<file path="src/rtl/cpd_pkg.sv">
// ----------------------------------------------------------------------------
// cpd_pkg
// shared types, register indexes, event codes and byte-wide crc steps for the
// crc checked packet deframer
// ----------------------------------------------------------------------------
`default_nettype none

package cpd_pkg;

  localparam int unsigned CFG_IDX_W  = 3;
  localparam int unsigned CFG_DATA_W = 16;

  localparam logic [CFG_IDX_W-1:0] CFG_SYNC_PREFIX      = 3'd0;
  localparam logic [CFG_IDX_W-1:0] CFG_HEADER_CRC_POLY  = 3'd1;
  localparam logic [CFG_IDX_W-1:0] CFG_HEADER_CRC_INIT  = 3'd2;
  localparam logic [CFG_IDX_W-1:0] CFG_PAYLOAD_CRC_POLY = 3'd3;
  localparam logic [CFG_IDX_W-1:0] CFG_PAYLOAD_CRC_INIT = 3'd4;

  localparam logic [7:0]  RST_SYNC_PREFIX      = 8'hAA;
  localparam logic [7:0]  RST_HEADER_CRC_POLY  = 8'h37;
  localparam logic [7:0]  RST_HEADER_CRC_INIT  = 8'h42;
  localparam logic [15:0] RST_PAYLOAD_CRC_POLY = 16'h3D65;
  localparam logic [15:0] RST_PAYLOAD_CRC_INIT = 16'h1337;

  // largest payload length that a header may announce
  localparam logic [7:0] MAX_PAYLOAD = 8'd127;

  typedef enum logic [2:0] {
    EV_HDR     = 3'd0,
    EV_PAYLOAD = 3'd1,
    EV_REJECT  = 3'd2,
    EV_GOOD    = 3'd3,
    EV_BAD     = 3'd4
  } event_t;

  typedef struct packed {
    logic [7:0]  sync_prefix;
    logic [7:0]  header_crc_poly;
    logic [7:0]  header_crc_init;
    logic [15:0] payload_crc_poly;
    logic [15:0] payload_crc_init;
  } cfg_t;

  typedef struct packed {
    event_t     ev;
    logic [7:0] byte_index;
    logic [6:0] payload_length;
  } res_t;

  function automatic logic [7:0] crc8_step(logic [7:0] crc, logic [7:0] b,
                                           logic [7:0] poly);
    logic [7:0] c;
    c = crc ^ b;
    for (int i = 0; i < 8; i++) begin
      c = c[7] ? ((c << 1) ^ poly) : (c << 1);
    end
    return c;
  endfunction

  function automatic logic [15:0] crc16_step(logic [15:0] crc, logic [7:0] b,
                                             logic [15:0] poly);
    logic [15:0] c;
    c = crc ^ {b, 8'h00};
    for (int i = 0; i < 8; i++) begin
      c = c[15] ? ((c << 1) ^ poly) : (c << 1);
    end
    return c;
  endfunction

endpackage

`default_nettype wire

</file>
<file path="src/rtl/cpd_cfg_regs.sv">
// ----------------------------------------------------------------------------
// cpd_cfg_regs
// configuration register file written through the cfg channel
// ----------------------------------------------------------------------------
`default_nettype none

module cpd_cfg_regs (
  input  wire logic                             clk,
  input  wire logic                             rst_n,
  input  wire logic                             cfg_valid,
  output logic                                  cfg_ready,
  input  wire logic [cpd_pkg::CFG_IDX_W-1:0]    cfg_index,
  input  wire logic [cpd_pkg::CFG_DATA_W-1:0]   cfg_wdata,
  output cpd_pkg::cfg_t                         cfg
);

  cpd_pkg::cfg_t cfg_r;

  assign cfg_ready = 1'b1;
  assign cfg       = cfg_r;

  always_ff @(posedge clk) begin
    if (!rst_n) begin
      cfg_r.sync_prefix      <= cpd_pkg::RST_SYNC_PREFIX;
      cfg_r.header_crc_poly  <= cpd_pkg::RST_HEADER_CRC_POLY;
      cfg_r.header_crc_init  <= cpd_pkg::RST_HEADER_CRC_INIT;
      cfg_r.payload_crc_poly <= cpd_pkg::RST_PAYLOAD_CRC_POLY;
      cfg_r.payload_crc_init <= cpd_pkg::RST_PAYLOAD_CRC_INIT;
    end else if (cfg_valid && cfg_ready) begin
      unique case (cfg_index)
        cpd_pkg::CFG_SYNC_PREFIX:      cfg_r.sync_prefix      <= cfg_wdata[7:0];
        cpd_pkg::CFG_HEADER_CRC_POLY:  cfg_r.header_crc_poly  <= cfg_wdata[7:0];
        cpd_pkg::CFG_HEADER_CRC_INIT:  cfg_r.header_crc_init  <= cfg_wdata[7:0];
        cpd_pkg::CFG_PAYLOAD_CRC_POLY: cfg_r.payload_crc_poly <= cfg_wdata;
        cpd_pkg::CFG_PAYLOAD_CRC_INIT: cfg_r.payload_crc_init <= cfg_wdata;
        default: ;
      endcase
    end
  end

endmodule

`default_nettype wire

</file>
<file path="src/rtl/cpd_frame_fsm.sv">
// ----------------------------------------------------------------------------
// cpd_frame_fsm
// header hunt, length and crc checks, body counting and crc-16 residue check;
// classifies one word per take
// ----------------------------------------------------------------------------
`default_nettype none

module cpd_frame_fsm (
  input  wire logic          clk,
  input  wire logic          rst_n,
  input  wire logic          take,
  input  wire logic [7:0]    rx_byte,
  input  wire cpd_pkg::cfg_t cfg,
  output cpd_pkg::res_t      res
);

  typedef enum logic [3:0] {
    ST_HUNT = 4'b0001,
    ST_LEN  = 4'b0010,
    ST_HCRC = 4'b0100,
    ST_BODY = 4'b1000
  } state_t;

  state_t      st_r, st_nxt;
  logic [6:0]  length_r, length_nxt;
  logic [7:0]  body_count_r, body_count_nxt;
  logic [7:0]  header_crc_r, header_crc_nxt;
  logic [15:0] body_crc_r, body_crc_nxt;

  logic [7:0]  hcrc_first;
  logic [7:0]  hcrc_next;
  logic [15:0] bcrc_next;
  logic [7:0]  len_ext;

  assign hcrc_first = cpd_pkg::crc8_step(cfg.header_crc_init, rx_byte, cfg.header_crc_poly);
  assign hcrc_next  = cpd_pkg::crc8_step(header_crc_r, rx_byte, cfg.header_crc_poly);
  assign bcrc_next  = cpd_pkg::crc16_step(body_crc_r, rx_byte, cfg.payload_crc_poly);
  assign len_ext    = {1'b0, length_r};

  always_comb begin
    st_nxt             = st_r;
    length_nxt         = length_r;
    body_count_nxt     = body_count_r;
    header_crc_nxt     = header_crc_r;
    body_crc_nxt       = body_crc_r;
    res.ev             = cpd_pkg::EV_HDR;
    res.byte_index     = 8'd0;
    res.payload_length = length_r;
    unique case (st_r)
      ST_HUNT: begin
        if (rx_byte == cfg.sync_prefix) begin
          header_crc_nxt = hcrc_first;
          st_nxt         = ST_LEN;
        end else begin
          res.ev = cpd_pkg::EV_REJECT;
        end
      end
      ST_LEN: begin
        if (rx_byte[7] || (rx_byte > cpd_pkg::MAX_PAYLOAD)) begin
          res.ev = cpd_pkg::EV_REJECT;
          st_nxt = ST_HUNT;
        end else begin
          header_crc_nxt     = hcrc_next;
          length_nxt         = rx_byte[6:0];
          res.payload_length = rx_byte[6:0];
          st_nxt             = ST_HCRC;
        end
      end
      ST_HCRC: begin
        if (hcrc_next != 8'd0) begin
          res.ev         = cpd_pkg::EV_REJECT;
          length_nxt     = 7'd0;
          st_nxt         = ST_HUNT;
        end else begin
          header_crc_nxt = hcrc_next;
          body_count_nxt = 8'd0;
          body_crc_nxt   = cfg.payload_crc_init;
          st_nxt         = ST_BODY;
        end
      end
      ST_BODY: begin
        res.byte_index = body_count_r;
        body_crc_nxt   = bcrc_next;
        if (body_count_r < len_ext) begin
          res.ev         = cpd_pkg::EV_PAYLOAD;
          body_count_nxt = body_count_r + 8'd1;
        end else if (body_count_r == len_ext) begin
          body_count_nxt = body_count_r + 8'd1;
        end else begin
          res.ev         = (bcrc_next == 16'd0) ? cpd_pkg::EV_GOOD : cpd_pkg::EV_BAD;
          length_nxt     = 7'd0;
          body_count_nxt = 8'd0;
          st_nxt         = ST_HUNT;
        end
      end
      default: begin
        st_nxt         = ST_HUNT;
        length_nxt     = 7'd0;
        body_count_nxt = 8'd0;
      end
    endcase
  end

  always_ff @(posedge clk) begin
    if (!rst_n) begin
      st_r         <= ST_HUNT;
      length_r     <= 7'd0;
      body_count_r <= 8'd0;
    end else if (take) begin
      st_r         <= st_nxt;
      length_r     <= length_nxt;
      body_count_r <= body_count_nxt;
    end
  end

  always_ff @(posedge clk) begin
    if (take) begin
      header_crc_r <= header_crc_nxt;
      body_crc_r   <= body_crc_nxt;
    end
  end

  a_len_clear_in_header: assert property (@(posedge clk) disable iff (!rst_n)
    (st_r == ST_HUNT || st_r == ST_LEN) |-> (length_r == 7'd0))
    else $error("length held outside a packet");

  a_len_in_range: assert property (@(posedge clk) disable iff (!rst_n)
    ({1'b0, length_r} <= cpd_pkg::MAX_PAYLOAD))
    else $error("stored length above maximum");

  a_body_count_bound: assert property (@(posedge clk) disable iff (!rst_n)
    (st_r == ST_BODY) |-> (body_count_r <= len_ext + 8'd1))
    else $error("body count ran past trailer");

  a_end_to_hunt: assert property (@(posedge clk) disable iff (!rst_n)
    (take && (res.ev == cpd_pkg::EV_GOOD || res.ev == cpd_pkg::EV_BAD))
    |=> (st_r == ST_HUNT && body_count_r == 8'd0))
    else $error("no restart after packet end");

endmodule

`default_nettype wire

</file>
<file path="src/rtl/crc_checked_packet_deframer.sv">
// ----------------------------------------------------------------------------
// crc_checked_packet_deframer
// byte stream deframer: sync prefix, length and crc-8 checked header, then
// payload and crc-16 trailer with a good or bad report on the last byte
//
//   channel  handshake            payload
//   in       in_valid / in_stall  in_rx_byte
//   out      out_valid/ out_stall out_event_res, out_data_byte,
//                                 out_byte_index, out_payload_length
//   cfg      cfg_valid/ cfg_ready cfg_index, cfg_wdata
//
// one word per cycle sustained while out_stall is low; a taken word passes the
// input register, then one pass of crc and state logic into the output register
// a stalled output holds its word while the input register still takes one more
// synchronous active-low reset restores register defaults and the hunt state
// ----------------------------------------------------------------------------
`default_nettype none

module crc_checked_packet_deframer (
  input  wire logic                           clk,
  input  wire logic                           rst_n,
  input  wire logic                           in_valid,
  output logic                                in_stall,
  input  wire logic [7:0]                     in_rx_byte,
  output logic                                out_valid,
  input  wire logic                           out_stall,
  output logic [2:0]                          out_event_res,
  output logic [7:0]                          out_data_byte,
  output logic [7:0]                          out_byte_index,
  output logic [6:0]                          out_payload_length,
  input  wire logic                           cfg_valid,
  output logic                                cfg_ready,
  input  wire logic [cpd_pkg::CFG_IDX_W-1:0]  cfg_index,
  input  wire logic [cpd_pkg::CFG_DATA_W-1:0] cfg_wdata
);

  cpd_pkg::cfg_t cfg;
  cpd_pkg::res_t res;

  logic       s1_valid_r;
  logic [7:0] s1_byte_r;
  logic       out_valid_r;
  logic [2:0] out_event_r;
  logic [7:0] out_byte_r;
  logic [7:0] out_index_r;
  logic [6:0] out_length_r;
  logic       adv;
  logic       take;

  assign adv      = !out_valid_r || !out_stall;
  assign in_stall = s1_valid_r && !adv;
  assign take     = s1_valid_r && adv;

  cpd_cfg_regs u_cfg (
    .clk       (clk),
    .rst_n     (rst_n),
    .cfg_valid (cfg_valid),
    .cfg_ready (cfg_ready),
    .cfg_index (cfg_index),
    .cfg_wdata (cfg_wdata),
    .cfg       (cfg)
  );

  cpd_frame_fsm u_fsm (
    .clk     (clk),
    .rst_n   (rst_n),
    .take    (take),
    .rx_byte (s1_byte_r),
    .cfg     (cfg),
    .res     (res)
  );

  always_ff @(posedge clk) begin
    if (!rst_n) begin
      s1_valid_r  <= 1'b0;
      out_valid_r <= 1'b0;
    end else begin
      if (!in_stall) begin
        s1_valid_r <= in_valid;
      end
      if (adv) begin
        out_valid_r <= s1_valid_r;
      end
    end
  end

  always_ff @(posedge clk) begin
    if (in_valid && !in_stall) begin
      s1_byte_r <= in_rx_byte;
    end
    if (take) begin
      out_event_r  <= res.ev;
      out_byte_r   <= s1_byte_r;
      out_index_r  <= res.byte_index;
      out_length_r <= res.payload_length;
    end
  end

  assign out_valid          = out_valid_r;
  assign out_event_res      = out_event_r;
  assign out_data_byte      = out_byte_r;
  assign out_byte_index     = out_index_r;
  assign out_payload_length = out_length_r;

endmodule

`default_nettype wire
</file>
<file path="config.mk">
export PLATFORM = sky130hd
export DESIGN_NAME = crc_checked_packet_deframer
export DESIGN_NICKNAME = d
export VERILOG_FILES = /design/src/rtl/cpd_pkg.sv /design/src/rtl/cpd_cfg_regs.sv /design/src/rtl/cpd_frame_fsm.sv /design/src/rtl/crc_checked_packet_deframer.sv
export SDC_FILE = /design/constraint.sdc
export NUM_CORES = 1
export LEC_CHECK = 0
export BUFFER_PORTS_ARGS = -buffer_cell sky130_fd_sc_hd__buf_2
export CAP_MARGIN = 20
export CORE_ASPECT_RATIO = 1.1
export CORE_MARGIN = 4
export CORE_UTILIZATION = 50
export DETAILED_ROUTE_END_ITERATION = 6
export GPL_TIMING_DRIVEN = 1
export PLACE_DENSITY_LB_ADDON = 0.25
export SLEW_MARGIN = 20
export SYNTH_ARGS = -nofsm -noshare
export SYNTH_HDL_FRONTEND = slang
export SYNTH_SLANG_ARGS = --single-unit
</file>
<file path="constraint.sdc">
create_clock -name clk -period 7 [get_ports clk]
set_clock_uncertainty 0.1 [all_clocks]
set_input_delay 0 -clock clk [delete_from_list [all_inputs] [get_ports clk]]
set_output_delay 0 -clock clk [all_outputs]
set_load 0.01 [all_outputs]
</file>
==> results of run 1 <==
worst min path at each step:
stage	endpoint	slack (ns)	cells after the start
after CTS	u_cfg.cfg[43]$_SDFFE_PN0P_	0.05	4
final	u_cfg.cfg[1]$_SDFFE_PN1P_	0.07	3
after floorplan	s1_byte_r[0]$_DFFE_PP_	-0.001	0
after detailed placement	s1_byte_r[5]$_DFFE_PP_	0.08	1
after global routing	u_cfg.cfg[41]$_SDFFE_PN1P_	0.10	3
after global placement	s1_byte_r[5]$_DFFE_PP_	0.08	1
flip-flops by register name, summed over array words and instances (netlist names):
signal and count:
out_data_byte 8, out_byte_index 8, u_fsm.length_r 7, u_fsm.body_crc_r 16, u_fsm.body_count_r 8, u_fsm.header_crc_r 8
out_payload_length 7, u_cfg.cfg 56, out_event_res 3, s1_valid_r 1, s1_byte_r 8, out_valid 1
u_fsm.st_r 4
placed cells by master, fill, tap and decap left out, drive strengths merged, types with 14 or more instances in the layout:
cell | netlist | layout
a211oi | 15 | 15
a21boi | 33 | 33
a21oi | 41 | 41
a22oi | 14 | 14
a311oi | 20 | 20
and2 | 17 | 17
and3 | 21 | 21
buf | 19 | 96
clkbuf | 88 | 19
dfxtp | 77 | 77
dlygate4sd3 | 0 | 28
edfxtp | 58 | 58
inv | 28 | 28
mux2i | 16 | 16
nand2 | 342 | 342
nand3 | 52 | 52
nand4 | 19 | 19
nor2 | 54 | 54
nor2b | 16 | 16
nor3 | 22 | 22
o211ai | 25 | 25
o21ai | 55 | 55
xnor2 | 183 | 183
xor2 | 46 | 46
logic make-up after synthesis:
group	count (synthesis)	synth area share [%]
and+or+nand+nor	584	23.1
AOI/OAI and AO/OA	300	19.2
buffers and inverters	137	4.88
adders and majority gates	8	0.878
xor gates and xnor gates	238	20.3
muxes	29	2.72
other	1	0.0329
DFF	135	28.8
routing by layer:
metal / share of wire [%] / up-vias / routed length [um] / track usage (%)
met2: 48 / 397 / 15700 / 41.5
li1: - / 5087 / - / -
met5: 0 / - / 0 / 0
met1: 42 / 5002 / 13700 / 32.7
met3: 6.3 / 96 / 2040 / 4.35
met4: 3.5 / 0 / 1150 / 9.70
through the flow:
stage / worst slack [ns] / area, um^2 / hold slack, ns / util (%)
after floorplan: 1.10 / 11400 / -0.00113 / -
after global placement: 0.694 / 11900 / 0.0782 / 53.5
after detailed placement: 0.504 / 11900 / 0.0785 / 53.5
after CTS: 0.458 / 12800 / 0.0491 / 57.3
after global routing: 0.120 / 12800 / 0.101 / 57.4
final: 0.592 / 12800 / 0.0742 / 57.4
repair_timing:
item                                   in CTS  in global routing
resized for setup                           0                  1
setup endpoints to repair                   0                  2
endpoints found under the hold margin      66                  0
hold buffers                               28                  0
final cells by class:
cell class                      instances  area [um^2]  share of cell area, %
Multi-Input combinational cell       1160         7580                   59.4
Timing Repair Buffer                  124          853                   6.68
Clock inverter                         13          136                   1.07
Tap cell                              295          369                   2.89
Clock buffer                           19          433                   3.39
Sequential cell                       135         3280                   25.7
Inverter                               30          113                  0.882
power by group through the flow:
stage / Combinational (uW) / Sequential [uW] / Clock (uW)
3_3_place_gp: 1330 / 898 / 0
2_1_floorplan: 1060 / 883 / 0
5_1_grt: 1490 / 885 / 925
6_report: 1370 / 883 / 876
4_1_cts: 1360 / 882 / 881
3_5_place_dp: 1340 / 899 / 0
critical path, delay by kind of cell (launching register included):
kind / cells / cell delay, ns
flip-flops: 1 / 0.63
multiplexers: 1 / 0.06
AND/OR/NAND/NOR: 5 / 1.03
buffers and inverters: 1 / 0.28
XOR/XNOR: 3 / 1.37
AO/OA/AOI/OAI: 8 / 2.57
==> metrics.csv, run 1 <==
stage,metric,value,unit
yosys,share of flip-flops with an asynchronous set or reset,0,%
yosys,Syn Area/Cell,7.96,um^2
worst_setup_path,Reg2Reg Launch Point,s1_byte_r[7]$_DFFE_PP_,
global_routing,total grt overflow,0,
timing,final worst path period share,91.5,%
placed_design,Final GP Congestion,0.896,
yosys,main flop type after synthesis,dfxtp_1,
floorplanning,DIE WIDTH,152,um
yosys,"Net Count, Synth",1472,
pwr,internal power,2000,uW
worst_setup_path,Max stage delay on crit path,0.66,ns
timing,min Tclk post-route,6.41,ns
layout,Syn-to-layout area delta,12.0,%
worst_hold_path,Min-Delay Startpoint,rst_n,
detailed_routing,routed len/inst,18.4,um
placed_design,detailed placer's ending HPWL,23100,um
worst_setup_path,crit path max-delay cell type,xnor2_4,
cts,clock latency on the worst-skew pair,0.42,ns
yosys,top cell type's share of synthesized area,15.3,%
placed_design,Placed Cells,1716,
floorplanning,Core Footprint,22300,um^2
global_routing,initial antenna violation count,0,
outcome,status,"complete, no violations",
worst_setup_path,CP endpoint,u_fsm.body_crc_r[2]$_DFFE_PP_,
floorplanning,I/O pin cnt,61,
worst_setup_path,worst endpoint required time,7.01,ns
global_routing,largest net degree at the start of global routing,74,
global_routing,first-pass GRT wire length,52600,um
timing,final setup vio count,0,
detailed_routing,Via Count,10600,
yosys,register area share after synthesis,28.8,%
detailed_routing,Vias/cell,5.96,
cts,Post-CTS Setup Bufs,0,
cts,CTS sink cnt,135,
worst_setup_path,reg-to-reg endpoint,u_fsm.body_crc_r[2]$_DFFE_PP_,
yosys,mapped cell area,11400,um^2
floorplanning,Starting Density,51.3,%
worst_setup_path,origin of the worst setup path,s1_byte_r[7]$_DFFE_PP_,
cts,Worst-path clk slew,0.05,ns
floorplanning,Die Height,166,um
detailed_routing,drt initial violations,879,
global_routing,GRT Overall Usage,25.1,%
worst_setup_path,Reg2Reg Depth,18,
pwr,Net Sw Power,1120,uW
timing,RSZ-0062 raised after global routing,false,
yosys,"FF+latch count, synth",135,
pwr,Pwr Total,3130,uW
pwr,Flop pwr share,28.2,%
floorplanning,die area,25300,um^2
cts,CTS max path bufs,2,
placed_design,Port Buffers,59,
yosys,top-count cell post-synth,nand2_1,
timing,setup TNS,0,ns
worst_setup_path,critical path data arrival time,6.41,ns
yosys,leading area contributor after synthesis,edfxtp_1,
worst_setup_path,flop-to-flop setup slack,0.59,ns
cts,CTS tree,done,
pwr,switching share of total power,35.9,%
layout,Final Net Count,1508,
layout,layout cells sized above 1,11.3,%
cts,H-tree lvl count,4,
timing,Slew @ Worst Pin,0.994,ns
pwr,Clk pwr share,28.0,%
cts,root buf cell,clkbuf_16,
detailed_routing,number of nets with antenna violations after routing,0,
yosys,yosys warns,0,
floorplanning,Cell Rows,57,
yosys,Syn Inst Count,1432,
yosys,Post-synth EDFFs,58,
detailed_routing,DR DRC count,0,
layout,Filler cells,2064,
timing,f_max,156,MHz
global_routing,vias in the first global route,9952,
pwr,pwr/cell area,245,nW/um^2
worst_setup_path,CP startpoint kind,flip-flop,
timing,final hold vios,0,
cts,total CTS buffers,17,
layout,Antenna Cells,0,
worst_setup_path,CP max FO,17,
worst_setup_path,crit-path cells,xnor2_4 > nor3_1 > o21a_1 > o31ai_1 > a211oi_1 > o41a_1 > a311o_1 > or2_1 > xor2_2 > xnor2_1 > and3_1 > mux2i_1 > a211o_1 > a211o_4 > nor2_1 > nand2_1 > a21oi_1 > buf_4,
yosys,Area contributors post-synth,"edfxtp_1 (15%), dfxtp_1 (14%), xnor2_1 (14%)",
pwr,maximum vdd drop,0.185,mV
yosys,Synth cell types,96,
worst_hold_path,worst min path class,primary input to flip-flop,
flow_run,Max Cap Violations,0,
detailed_routing,Total Routed Length,32600,um
layout,Post-Layout Cell Count,1776,
worst_setup_path,worst setup path class,flip-flop to flip-flop,
detailed_routing,Pre-antenna DRT Iters,5,
yosys,Synth top cells by count,"nand2_1 (342), xnor2_1 (176), clkbuf_1 (87), dfxtp_1 (77), edfxtp_1 (58)",
pwr,Gate power share,43.8,%
worst_setup_path,critical path capture point type,flip-flop,
timing,max_slew headroom,33.8,%
timing,Max Slew Vio Count,0,
pwr,P_leak,0.00486,uW
Note: power is estimated with default switching activity, not from simulation.
==> run 2, diff against run 1 <==
==> constraint.sdc (replaced) <==
create_clock -name clk -period 7 [get_ports clk]
set_clock_uncertainty 0.1 [all_clocks]
set_input_delay 1.4 -clock clk [delete_from_list [all_inputs] [get_ports clk]]
set_output_delay 1.4 -clock clk [all_outputs]
set_load 0.01 [all_outputs]
==> run 2 against run 1 <==
Net effect: die area unchanged; routed wire length is 2.2% lower; final cell count shrank 1.6%; maximum frequency barely moved; clock power hardly changed; global-route usage fell by 0.57 points; critical path depth unchanged; sequential power about the same.
==> metrics.csv, run 2 (same netlist as run 1, synthesis figures left out) <==
stage,metric,value,unit
detailed_routing,drt initial violations,909,
floorplanning,Starting Density,51.3,%
timing,f_max,156,MHz
placed_design,detailed placer's ending HPWL,23100,um
layout,Final Net Count,1480,
layout,fin util,56.1,%
worst_setup_path,critical path data arrival time,6.41,ns
outcome,status,"complete, no violations",
floorplanning,DIE WIDTH,152,um
layout,"commonest non-fill, non-tap cell in the layout",nand2_1,
worst_setup_path,flop-to-flop setup slack,0.60,ns
cts,CTS resizes,0,
cts,clock latency on the worst-skew pair,0.42,ns
detailed_routing,Via Count,10500,
worst_setup_path,critical path capture point type,flip-flop,
timing,RSZ-0062 raised after global routing,false,
cts,total CTS buffers,17,
worst_setup_path,CP startpoint kind,flip-flop,
timing,WHS,0.365,ns
worst_setup_path,crit path max-delay cell type,xnor2_4,
cts,CTS max path bufs,2,
global_routing,initial antenna violation count,0,
worst_setup_path,worst endpoint required time,7.00,ns
placed_design,Area after DPL,11900,um^2
detailed_routing,Vias/cell,5.98,
pwr,P_leak,0.00474,uW
timing,final hold vios,0,
global_routing,met3 Use GR,4.17,%
cts,H-tree lvl count,4,
worst_setup_path,Reg2Reg Depth,18,
worst_hold_path,worst hold path depth,2,
floorplanning,die area,25300,um^2
worst_setup_path,origin of the worst setup path,s1_byte_r[7]$_DFFE_PP_,
flow_run,Max Cap Violations,0,
global_routing,busiest layer in global routing,met2,
cts,Post-CTS Setup Bufs,0,
floorplanning,Core Footprint,22300,um^2
layout,post-route cell area,12500,um^2
timing,max_slew headroom,36.4,%
cts,Worst-path clk slew,0.05,ns
pwr,pwr/cell area,249,nW/um^2
timing,final setup margin,0.597,ns
floorplanning,Cell Rows,57,
global_routing,first-pass GRT wire length,51600,um
placed_design,post-place setup slack,0.504,ns
global_routing,M2 GR Usage,40.4,%
detailed_routing,Total Routed Length,31900,um
cts,hold-fix buffer count after cts,0,
global_routing,met1 Use GR,32.3,%
worst_setup_path,CP max FO,17,
timing,Max Slew Vio Count,0,
placed_design,Final GP Congestion,0.896,
detailed_routing,routed len/inst,18.3,um
timing,Slew @ Worst Pin,0.954,ns
layout,Syn-to-layout area delta,9.52,%
worst_setup_path,crit-path cells,xnor2_4 > nor3_1 > o21a_1 > o31ai_1 > a211oi_1 > o41a_1 > a311o_1 > or2_1 > xor2_2 > xnor2_1 > and3_1 > mux2i_1 > a211o_1 > a211o_4 > nor2_1 > nand2_1 > a21oi_1 > buf_4,
global_routing,vias in the first global route,9822,
timing,min Tclk post-route,6.40,ns
cts,root buf cell,clkbuf_16,
cts,CTS sink cnt,135,
layout,number of flip-flops in the largest register,56,
cts,CTS tree,done,
worst_setup_path,worst setup path class,flip-flop to flip-flop,
pwr,maximum vdd drop,0.180,mV
detailed_routing,number of nets with antenna violations after routing,0,
timing,final setup vio count,0,
global_routing,largest net degree at the start of global routing,74,
worst_setup_path,Reg2Reg Launch Point,s1_byte_r[7]$_DFFE_PP_,
detailed_routing,DR DRC count,0,
worst_hold_path,Hold Path Sink,u_cfg.cfg[1]$_SDFFE_PN1P_,
layout,layout cells sized above 1,11.6,%
placed_design,Port Buffers,59,
floorplanning,Die Height,166,um
timing,final worst path period share,91.5,%
worst_hold_path,Min-Delay Startpoint,u_cfg.cfg[1]$_SDFFE_PN1P_,
timing,setup TNS,0,ns
global_routing,GRT Overall Usage,24.5,%
layout,Antenna Cells,0,
detailed_routing,Pre-antenna DRT Iters,5,
worst_setup_path,Max stage delay on crit path,0.66,ns
global_routing,total grt overflow,0,
layout,"commonest non-fill, non-tap cells in the layout","nand2_1 (342), xnor2_1 (176), dfxtp_1 (76), buf_2 (59), edfxtp_1 (58)",
worst_setup_path,reg-to-reg endpoint,u_fsm.body_crc_r[2]$_DFFE_PP_,
floorplanning,I/O pin cnt,61,
worst_hold_path,worst min path class,flip-flop to flip-flop,
-- run 2: cell count changes in the layout (fill, tap and decap cells not counted), sizes merged --
cell,delta
dlygate4sd3,-28
-- run 2: per-layer routing --
layer  up-vias  share of wire, %
met5         -                 0
met1      4948                43
met3        76               6.5
met4         0               3.2
met2       406                48
li1       5026                 -
-- run 2: metrics by stage --
stage,total power [uW],cells
CTS,3110,1748
floorplan,1940,1432
global route,3280,1748
finish,3110,1748
detailed placement,2240,1716
global placement,2230,1716
-- run 2: cell type report --
| cell class | count | area, um^2 |
|---|---|---|
| flip-flops and latches | 135 | 3280 |
| fillers | 2104 | 9760 |
| multi-input cells | 1160 | 7580 |
| clock inverters | 13 | 136 |
| inverters | 30 | 113 |
| clock buffers | 19 | 433 |
| repair buffers | 96 | 573 |
| well taps | 295 | 369 |
-- run 2: how the worst max path moves through the flow --
stage               cells after the start  slack (ns)                            end
global route                           17        0.12     out_event_res[1]$_DFFE_PP_
global placement                       18        0.69  u_fsm.body_crc_r[1]$_DFFE_PP_
detailed placement                     17        0.50     out_event_res[1]$_DFFE_PP_
finish                                 18        0.60  u_fsm.body_crc_r[2]$_DFFE_PP_
CTS                                    17        0.46     out_event_res[1]$_DFFE_PP_
floorplan                              21        1.10  u_fsm.body_crc_r[0]$_DFFE_PP_
-- run 2: power breakdown --
group          switching (uW)  internal [uW]  total, uW
logic                     767            587       1350
clock network             323            550        873
registers                25.2            857        882
total                    1120           1990       3110
-- run 2: worst max-delay path, delay by kind of cell, from the launching register on --
kind            cells  cell delay (ns)
compound gates      8             2.57
xor+xnor            3             1.37
simple gates        5             1.04
flops               1             0.64
mux                 1             0.06
buf+inv             1             0.28
==> run 3, diff against run 2 <==
Settings changed: ABC_AREA from default to 1.
Clock period 7 ns to 8.3 ns, I/O delays scaled along.
==> run 3 against run 2 <==
Net effect: count of clock-buffer cells in the layout down 2; register-to-register slack better by 2.2 ns; first-iteration DRC count down 13%; synthesized cell count up 6.2%; die area down 8.5%; combinational power about the same; critical endpoint is now u_fsm.header_crc_r[5]$_DFFE_PP_; highest routed layer is now met5; synthesized area down 8.9%; final cell count up 3.4%; routed wire length down 9.9%; global-route usage down 0.13 points; final area down 9.6%; critical path type unchanged.
==> metrics.csv, run 3 <==
stage,metric,value,unit
layout,number of flip-flops in the largest register,56,
floorplanning,Cell Rows,55,
worst_setup_path,crit path max-delay cell type,dfxtp_1,
cts,total CTS buffers,17,
cts,root buf cell,clkbuf_16,
worst_hold_path,Hold Path Sink,u_cfg.cfg[4]$_SDFFE_PN1P_,
timing,final worst path period share,66.8,%
pwr,Gate power share,48.2,%
worst_setup_path,CP max FO,21,
detailed_routing,drt initial violations,793,
yosys,leading area contributor after synthesis,edfxtp_1,
cts,Post-CTS Setup Bufs,0,
layout,"commonest non-fill, non-tap cell in the layout",nand2_1,
pwr,Clk pwr share,24.5,%
yosys,yosys warns,0,
yosys,mapped cell area,10400,um^2
floorplanning,I/O pin cnt,61,
cts,H-tree lvl count,4,
yosys,Synth cell types,48,
yosys,top-count cell post-synth,nand2_1,
worst_setup_path,most frequent CP cell,nand2_1,
pwr,Pwr Total,2830,uW
yosys,Syn Area/Cell,6.83,um^2
cts,hold-fix buffer count after cts,0,
timing,max_slew headroom,28.4,%
detailed_routing,Vias/cell,5.32,
cts,clock latency on the worst-skew pair,0.42,ns
timing,Slew @ Worst Pin,1.07,ns
floorplanning,die area,23200,um^2
floorplanning,Core Footprint,20500,um^2
timing,min Tclk post-route,5.54,ns
layout,multi-input logic area,6190,um^2
layout,Antenna Cells,0,
floorplanning,DIE WIDTH,145,um
layout,Final Net Count,1579,
yosys,Synth top cells by count,"nand2_1 (429), nor2_1 (170), nand3_1 (138), inv_1 (132), xor2_1 (110)",
pwr,pwr/cell area,251,nW/um^2
yosys,"Net Count, Synth",1561,
worst_hold_path,worst min path class,flip-flop to flip-flop,
timing,RSZ-0062 raised after global routing,false,
global_routing,largest net degree at the start of global routing,53,
yosys,Syn Inst Count,1521,
layout,Filler cells,1999,
worst_hold_path,worst hold path depth,2,
worst_setup_path,worst endpoint required time,8.25,ns
worst_setup_path,Reg2Reg Launch Point,u_cfg.cfg[47]$_SDFFE_PN0P_,
pwr,maximum vdd drop,0.157,mV
global_routing,total grt overflow,0,
layout,Reg area,3280,um^2
cts,CTS tree,done,
detailed_routing,routed len/inst,15.9,um
worst_setup_path,critical path data arrival time,5.49,ns
timing,final setup vio count,0,
global_routing,vias in the first global route,8755,
cts,CTS max path bufs,2,
worst_setup_path,CP startpoint kind,flip-flop,
worst_setup_path,reg-to-reg endpoint,u_fsm.header_crc_r[5]$_DFFE_PP_,
global_routing,GRT Overall Usage,24.4,%
cts,CTS sink cnt,135,
pwr,Flop pwr share,27.4,%
flow_run,Max Cap Violations,0,
yosys,main flop type after synthesis,dfxtp_1,
pwr,switching share of total power,43.1,%
worst_setup_path,worst setup path class,flip-flop to flip-flop,
layout,post-route cell area,11300,um^2
worst_setup_path,flop-to-flop setup slack,2.76,ns
timing,setup TNS,0,ns
yosys,Post-synth EDFFs,58,
cts,CTS resizes,0,
layout,layout cells sized above 1,11.6,%
cts,Worst-path clk slew,0.06,ns
placed_design,Area after DPL,10700,um^2
worst_setup_path,critical path capture point type,flip-flop,
detailed_routing,Via Count,9618,
worst_hold_path,Min-Delay Startpoint,u_cfg.cfg[4]$_SDFFE_PN1P_,
worst_setup_path,Reg2Reg Depth,28,
timing,final hold vios,0,
pwr,internal power,1610,uW
placed_design,Final GP Congestion,0.952,
worst_setup_path,CP bufs+invs,4,
floorplanning,Die Height,159,um
yosys,top cell type's share of synthesized area,16.8,%
placed_design,Port Buffers,59,
pwr,P_leak,0.00519,uW
placed_design,detailed placer's ending HPWL,21100,um
timing,f_max,180,MHz
pwr,Net Sw Power,1220,uW
global_routing,first-pass GRT wire length,46100,um
yosys,Area contributors post-synth,"edfxtp_1 (17%), nand2_1 (15%), dfxtp_1 (15%)",
layout,Syn-to-layout area delta,8.62,%
timing,Max Slew Vio Count,0,
detailed_routing,DR DRC count,0,
worst_setup_path,"Largest delay share family, worst path",simple AND/OR/NAND/NOR gates,
outcome,status,"complete, no violations",
detailed_routing,number of nets with antenna violations after routing,0,
yosys,share of flip-flops with an asynchronous set or reset,0,%
yosys,"FF+latch count, synth",135,
yosys,register area share after synthesis,31.6,%
global_routing,initial antenna violation count,1,
worst_setup_path,Max stage delay on crit path,1.03,ns
detailed_routing,Total Routed Length,28700,um
layout,"commonest non-fill, non-tap cells in the layout","nand2_1 (429), nor2_1 (170), nand3_1 (138), inv_1 (131), xor2_1 (110)",
floorplanning,Starting Density,50.7,%
detailed_routing,Pre-antenna DRT Iters,5,
[run 3: cell count changes in the layout (fill, tap and decap cells not counted), sizes merged, moves of 68 or more]
cell   previous run  this run
nand3            52       152
xor2             46       114
xnor2           183        69
nand2           342       464
inv              28       151
nor2             54       178
[run 3: power by group through the flow]
| stage | Combinational, uW | Clock (uW) | Sequential, uW |
|---|---|---|---|
| 2_1_floorplan | 1130 | 0 | 768 |
| 3_3_place_gp | 1320 | 0 | 789 |
| 3_5_place_dp | 1340 | 0 | 789 |
| 4_1_cts | 1350 | 703 | 775 |
| 5_1_grt | 1540 | 731 | 778 |
| 6_report | 1360 | 694 | 775 |
[run 3: cells by family after synthesis]
| group | count (synthesis) | share of synthesized area [%] |
|---|---|---|
| compound gates | 159 | 8.38 |
| xor+xnor | 183 | 15.8 |
| fa+ha+maj | 8 | 0.963 |
| buf+inv | 219 | 8.83 |
| flops | 135 | 31.6 |
| other cells | 1 | 0.0361 |
| simple gates | 816 | 34.4 |
[run 3: tightest hold or removal path: stages (launching register included)]
cell,delay [ns]
dfxtp_1,0.32
nand2_1,0.06
nand3_1,0.05
[run 3: area by class of cell]
cell class / instances / area share (%)
clock buffers: 17 / 3.77
clock inverters: 15 / 1.08
inverters: 154 / 5.21
multi-input cells: 1167 / 54.9
flip-flops and latches: 135 / 29.1
well taps: 256 / 2.84
repair buffers: 64 / 3.13
[run 3: how the worst max path moves through the flow]
stage / cells after the start / slack, ns / startpoint / endpoint
2_1_floorplan: 34 / 3.96 / s1_byte_r[7]$_DFFE_PP_ / u_fsm.body_crc_r[0]$_DFFE_PP_
3_3_place_gp: 28 / 2.89 / u_cfg.cfg[47]$_SDFFE_PN0P_ / u_fsm.header_crc_r[4]$_DFFE_PP_
3_5_place_dp: 28 / 2.81 / u_cfg.cfg[47]$_SDFFE_PN0P_ / u_fsm.header_crc_r[5]$_DFFE_PP_
4_1_cts: 28 / 2.78 / u_cfg.cfg[47]$_SDFFE_PN0P_ / u_fsm.header_crc_r[5]$_DFFE_PP_
5_1_grt: 28 / 2.18 / u_cfg.cfg[47]$_SDFFE_PN0P_ / u_fsm.header_crc_r[5]$_DFFE_PP_
6_report: 28 / 2.76 / u_cfg.cfg[47]$_SDFFE_PN0P_ / u_fsm.header_crc_r[5]$_DFFE_PP_
[run 3: metal layers]
metal | global-route usage (%) | part of all wire, %
met1 | 32.5 | 43
met2 | 41.2 | 49
met3 | 3.05 | 5.6
met4 | 8.12 | 2.3
met5 | 0 | 0.049
[run 3: per-stage QoR]
step	instances	hold slack, ns	util, %	setup slack, ns
floorplan	1521	0.321	-	3.96
global placement	1775	0.340	52.2	2.89
detailed placement	1775	0.348	52.2	2.81
CTS	1807	0.361	54.9	2.78
global route	1808	0.375	55.0	2.18
finish	1808	0.359	55.0	2.76
